## src/rtl/spq_pkg.sv

```systemverilog
// Package with shared types and codes for the sorted priority queue.
`default_nettype none
package spq_pkg;

   localparam int CAPACITY_DEFAULT = 16;
   localparam int VALUE_W          = 32;
   localparam int STATUS_W         = 2;
   localparam int OCC_W            = 5;

   localparam logic KIND_ENQ = 1'b0;
   localparam logic KIND_DEQ = 1'b1;

   localparam logic [STATUS_W-1:0] STATUS_OK    = 2'd0;
   localparam logic [STATUS_W-1:0] STATUS_FULL  = 2'd1;
   localparam logic [STATUS_W-1:0] STATUS_EMPTY = 2'd2;

   typedef struct packed {
      logic                      enq;
      logic                      deq;
      logic signed [VALUE_W-1:0] value;
   } spq_cmd_type;

endpackage
`default_nettype wire

```

## src/rtl/spq_cell.sv

```systemverilog
// One storage cell of the sorted chain, holding a single value.
`default_nettype none
module spq_cell (
   input  wire logic                              clock,
   input  wire spq_pkg::spq_cmd_type              cmd,
   input  wire logic                              occupied,
   input  wire logic                              at_tail,
   input  wire logic                              left_place,
   input  wire logic signed [spq_pkg::VALUE_W-1:0] left_value,
   input  wire logic signed [spq_pkg::VALUE_W-1:0] right_value,
   output logic                                   place,
   output logic signed [spq_pkg::VALUE_W-1:0]      value
);

   logic signed [spq_pkg::VALUE_W-1:0] value_ff;
   logic signed [spq_pkg::VALUE_W-1:0] value_in;
   logic                               ge;

   assign ge    = occupied && (value_ff >= cmd.value);
   assign place = ge || at_tail;
   assign value = value_ff;

   always_comb begin
      value_in = value_ff;
      if (cmd.enq) begin
         if (left_place) begin
            value_in = left_value;
         end else if (place) begin
            value_in = cmd.value;
         end
      end else if (cmd.deq) begin
         value_in = right_value;
      end
   end

   always_ff @(posedge clock) begin
      value_ff <= value_in;
   end

endmodule
`default_nettype wire

```

## src/rtl/sorted_priority_queue_unit.sv

```systemverilog
// Top level of the sorted priority queue built as a chain of cells.
// A result appears in the cycle after its request transfer.
// One request is taken every cycle while the result register is free or drained.
// Each cell compares itself with the new value in parallel, so insert and removal take one step.
// Reset clears the count and the result valid flag; cell contents are not cleared.
`default_nettype none
module sorted_priority_queue_unit #(
   parameter int CAPACITY = spq_pkg::CAPACITY_DEFAULT
) (
   input  wire logic                                clock,
   input  wire logic                                reset,
   input  wire logic                                req_valid,
   output logic                                     req_ready,
   input  wire logic                                req_kind,
   input  wire logic signed [spq_pkg::VALUE_W-1:0]  req_value,
   output logic                                     rsp_valid,
   input  wire logic                                rsp_ready,
   output logic signed [spq_pkg::VALUE_W-1:0]       rsp_out_value,
   output logic                                     rsp_out_valid,
   output logic [spq_pkg::STATUS_W-1:0]             rsp_status,
   output logic [spq_pkg::OCC_W-1:0]                rsp_occupancy
);

   localparam int CNT_W = $clog2(CAPACITY + 1);

   logic [CNT_W-1:0]                    count_ff;
   logic [CNT_W-1:0]                    count_in;
   logic                                rsp_valid_ff;
   logic                                rsp_valid_in;
   logic signed [spq_pkg::VALUE_W-1:0]  out_value_ff;
   logic signed [spq_pkg::VALUE_W-1:0]  out_value_in;
   logic                                out_valid_ff;
   logic                                out_valid_in;
   logic [spq_pkg::STATUS_W-1:0]        status_ff;
   logic [spq_pkg::STATUS_W-1:0]        status_in;
   logic [spq_pkg::OCC_W-1:0]           occ_ff;
   logic [spq_pkg::OCC_W-1:0]           occ_in;

   logic                                accept;
   logic                                full;
   logic                                empty;
   spq_pkg::spq_cmd_type                cmd;
   logic                                cell_place [CAPACITY];
   logic signed [spq_pkg::VALUE_W-1:0]  cell_value [CAPACITY];

   assign req_ready = !rsp_valid_ff || rsp_ready;
   assign accept    = req_valid && req_ready;
   assign full      = (count_ff == CNT_W'(CAPACITY));
   assign empty     = (count_ff == '0);

   assign cmd.enq   = accept && (req_kind == spq_pkg::KIND_ENQ) && !full;
   assign cmd.deq   = accept && (req_kind == spq_pkg::KIND_DEQ) && !empty;
   assign cmd.value = req_value;

   genvar i;
   generate
      for (i = 0; i < CAPACITY; i++) begin : g_cell
         logic                               left_place;
         logic signed [spq_pkg::VALUE_W-1:0] left_value;
         logic signed [spq_pkg::VALUE_W-1:0] right_value;

         if (i == 0) begin : g_head
            assign left_place = 1'b0;
            assign left_value = '0;
         end else begin : g_body
            assign left_place = cell_place[i-1];
            assign left_value = cell_value[i-1];
         end

         if (i == CAPACITY - 1) begin : g_last
            assign right_value = cell_value[i];
         end else begin : g_inner
            assign right_value = cell_value[i+1];
         end

         spq_cell u_cell (
            .clock       (clock),
            .cmd         (cmd),
            .occupied    (CNT_W'(i) < count_ff),
            .at_tail     (CNT_W'(i) == count_ff),
            .left_place  (left_place),
            .left_value  (left_value),
            .right_value (right_value),
            .place       (cell_place[i]),
            .value       (cell_value[i])
         );
      end
   endgenerate

   always_comb begin
      count_in     = count_ff;
      rsp_valid_in = rsp_valid_ff;
      out_value_in = out_value_ff;
      out_valid_in = out_valid_ff;
      status_in    = status_ff;
      occ_in       = occ_ff;
      if (rsp_valid_ff && rsp_ready) begin
         rsp_valid_in = 1'b0;
      end
      if (accept) begin
         rsp_valid_in = 1'b1;
         out_value_in = '0;
         out_valid_in = 1'b0;
         status_in    = spq_pkg::STATUS_OK;
         if (req_kind == spq_pkg::KIND_ENQ) begin
            if (full) begin
               status_in = spq_pkg::STATUS_FULL;
            end else begin
               count_in = count_ff + CNT_W'(1);
            end
         end else begin
            if (empty) begin
               status_in = spq_pkg::STATUS_EMPTY;
            end else begin
               count_in     = count_ff - CNT_W'(1);
               out_value_in = cell_value[0];
               out_valid_in = 1'b1;
            end
         end
         occ_in = spq_pkg::OCC_W'(count_in);
      end
   end

   always_ff @(posedge clock) begin
      if (reset) begin
         count_ff     <= '0;
         rsp_valid_ff <= 1'b0;
      end else begin
         count_ff     <= count_in;
         rsp_valid_ff <= rsp_valid_in;
      end
   end

   always_ff @(posedge clock) begin
      out_value_ff <= out_value_in;
      out_valid_ff <= out_valid_in;
      status_ff    <= status_in;
      occ_ff       <= occ_in;
   end

   assign rsp_valid     = rsp_valid_ff;
   assign rsp_out_value = out_value_ff;
   assign rsp_out_valid = out_valid_ff;
   assign rsp_status    = status_ff;
   assign rsp_occupancy = occ_ff;

   a_count_bound: assert property (@(posedge clock) disable iff (reset)
      count_ff <= CNT_W'(CAPACITY))
      else $error("Queue count exceeds capacity.");

   a_enq_count: assert property (@(posedge clock) disable iff (reset)
      cmd.enq |=> count_ff == $past(count_ff) + CNT_W'(1))
      else $error("Accepted insert did not raise the count.");

   a_deq_result: assert property (@(posedge clock) disable iff (reset)
      cmd.deq |=> rsp_valid && rsp_out_valid && rsp_status == spq_pkg::STATUS_OK)
      else $error("Removal did not produce a valid value.");

   a_valid_ok: assert property (@(posedge clock) disable iff (reset)
      (rsp_valid && rsp_out_valid) |-> rsp_status == spq_pkg::STATUS_OK)
      else $error("Returned value carries an error status.");

endmodule
`default_nettype wire

```

## config.mk

```make
export PLATFORM = sky130hd
export DESIGN_NAME = sorted_priority_queue_unit
export DESIGN_NICKNAME = d
export VERILOG_FILES = /design/src/rtl/spq_pkg.sv /design/src/rtl/spq_cell.sv /design/src/rtl/sorted_priority_queue_unit.sv
export SDC_FILE = /design/constraint.sdc
export NUM_CORES = 2
export LEC_CHECK = 0
export BUFFER_PORTS_ARGS = -buffer_cell sky130_fd_sc_hd__clkbuf_2
export CAP_MARGIN = 40
export CORE_ASPECT_RATIO = 1.2
export CORE_MARGIN = 2
export CORE_UTILIZATION = 45
export CTS_CLUSTER_DIAMETER = 30
export DETAILED_ROUTE_END_ITERATION = 8
export PLACE_DENSITY_LB_ADDON = 0.05
export SLEW_MARGIN = 20
export SYNTH_ARGS = -nofsm -noshare
export SYNTH_HDL_FRONTEND = slang
export SYNTH_SLANG_ARGS = --single-unit
```

## constraint.sdc

```tcl
create_clock -name clock -period 6.1 [get_ports clock]
set_input_delay 0.61 -clock clock [delete_from_list [all_inputs] [get_ports clock]]
set_output_delay 0.61 -clock clock [all_outputs]
set_load 0.03 [all_outputs]
```

==> metrics.cfg <==
[clock_network]
cts.sinks = 558
clk_latency_ns = 0.73
clock_tree.htree_level_count = 4
cts_resized = 0
numCtsBuffers = 142
clk_pin_slew_worst_paths_ns = 0.04
cts_tree = yes
clock_path_buffers = 3
cts-root-buf = clkbuf_16
holdBufCountCts = 0
post-cts-setup-buffers = 0

[synthesis]
synth_seq_area_share_pct = 42.85
synth_seq_cells = 558
syn_area_mm2 = 0.03896
synth_compound_area_share_pct = 15.42
syn_nets = 4289
synth_xor_area_share_pct = 0.2023
synth_top_family_by_area = adder cells
synthSimpleGateAreaFrac_pct = 10.07
avgSynthCellArea_um2 = 10.43
ys.flop_type = edfxtp_1
synth_edf_count = 552
syn_inst = 3735
synthAdderAreaFrac_pct = 16.60
synth_mux_area_share_pct = 11.64
yosys_warnings = 0
yosysUniqueCellTypes = 68
async_flop_share_pct = 0

[global_routing]
use_met1_pct = 34.79
grt_pass1_wl_mm = 184.6
busiest_layer = met2
grt_use_met2_pct = 45.20
gr-usage-all-layers_pct = 26.99
use_met3_pct = 4.161
grt_max_degree = 196
antenna_found_initial = 2
first_global_vias = 30700
overflow = 0

[place]
io_buffers = 78
dp_hpwl_mm = 90.81
post-place-cells = 4861
gp_congestion = 0.9260

[die]
initial_core_util_pct = 45.27
die-area_mm2 = 0.08897
core_area_mm2 = 0.08608
ioPinCount = 79
std_cell_rows = 118
fp.dieW_um = 272.6
fp.dieH_um = 326.3

[run_status]
status = completed

[power]
powerDensity_mw_per_mm2 = 344.2
peakVddDrop_uv = 249.8
power_leakage_nw = 20.52
p_total_mw = 15.87

[final_layout]
area_delta_synth_final_pct = 18.35
drive_gt1_share_pct = 12.54
final_common_cell = edfxtp_1
fin_cells = 5128
fin_nets = 4429
final_cell_mix = edfxtp_1 (552), ha_1 (517), a21oi_1 (462)
fillCellCount = 7502

[sta]
final-max-slew-violation-count = 0
fin_skew_ns = 0.02858
setup_tns_ns = 0
fin_crit_sh_pct = 73.72
hold_violations = 0
worst_pin_slew_ns = 0.8988
relSlewSlack_pct = 39.85
setup_viol = 0
rsz0062_at_grt = false
fmax_ghz = 0.2224
fin_crit_ns = 4.497

[critical_path]
crit_path_max_fanout = 20
arrival_ns = 4.92
required_ns = 6.52
crit_type = in2reg
cp-end-kind = flop
startpoint_type = input port

[drt]
wl_per_cell_um = 23.63
drt_iter0_markers = 2393
drt_wl_total_mm = 121.2
firstDrtPassIters = 5
drc = 0
vias_per_cell = 5.924
vias = 30380
ant_nets = 0

[worst_hold_path]
hold_path_class = in2reg

[job]
maxCapViolCount = 0

synth_stat cells (55+ instances only):
master | n | area, um2
edfxtp_1 | 552 | 16580
nor2_1 | 274 | 1028
a21o_1 | 130 | 975.9
mux2i_1 | 416 | 4164
a21oi_1 | 466 | 2332
nand4_1 | 107 | 669.4
inv_1 | 68 | 255.2
o21ai_0 | 314 | 1572
nand2_1 | 340 | 1276
buf_2 | 55 | 275.3
ha_1 | 517 | 6469
clkbuf_1 | 127 | 476.7
final timing paths:
path	startpoint	to	slack, ns	depth (start not counted)
min	req_valid	rsp_valid	0.11	3
min reg2reg	rsp_valid	rsp_valid	0.53	2
max	req_value[2]	g_cell[14].u_cell.value[3]	1.60	12
max reg2reg	g_cell[13].u_cell.value[0]	g_cell[14].u_cell.value[3]	1.86	12
cell families after synthesis:
kind of cell	count (synthesis)
flip-flops	558
AND/OR/NAND/NOR	874
buffers and inverters	280
multiplexers	449
adder cells (fa/ha/maj)	517
XOR/XNOR	9
AO/OA/AOI/OAI	1048
registers in the layout, summed over array words and instances (netlist names):
register and count:
g_cell.u_cell.value 512, rsp_out_valid 1, rsp_valid 1, rsp_out_value 32
count_ff 5, rsp_occupancy 5, rsp_status 2
through the flow:
| stage | hold slack [ns] | utilization [%] | instance area, um2 | setup WS, ns |
|---|---|---|---|---|
| global route | 0.1324 | 53.57 | 46110 | 1.523 |
| floorplan | 0.5219 | - | 38960 | 1.081 |
| global placement | 0.5166 | 47.76 | 41110 | 0.6907 |
| finish | 0.1145 | 53.57 | 46110 | 1.603 |
| detailed placement | 0.5278 | 47.91 | 41240 | 0.8769 |
| CTS | 0.08511 | 53.36 | 45930 | 1.629 |
report_power, final:
part | internal [mW] | switching [mW]
combinational | 1.29 | 2.08
sequential | 4.80 | 0.332
clock | 5.04 | 2.32
total | 11.1 | 4.74
routing by layer:
metal  share of wire [%]  wire length (um)  up-vias
li1                    -                 -    14510
met4                 3.6              4361        0
met1                  43             51970    14650
met5                   0                 0        -
met2                  48             58070      995
met3                 5.6              6764      225
cell type report:
cell class	instances	area [um2]	share of cell area (%)
multi-input combinational	2897	21350	46.29
sequential	558	16700	36.21
clock buffer	171	3830	8.306
timing repair buffer	204	1685	3.655
tap	1140	1426	3.093
clock inverter	85	855.8	1.856
inverter	72	270.3	0.5861
antenna	1	2.502	0.005427
critical path: stages:
cell and delay, ns:
clkbuf_2 0.38, inv_1 0.48, ha_1 0.38, a2111oi_0 0.59, nor4_1 0.11, o21ai_0 0.35
a21oi_1 0.15, o22ai_1 0.42, o41a_2 0.76, buf_12 0.30, mux2i_1 0.23, o21ai_0 0.10
Power figures use the tool's default switching activity.
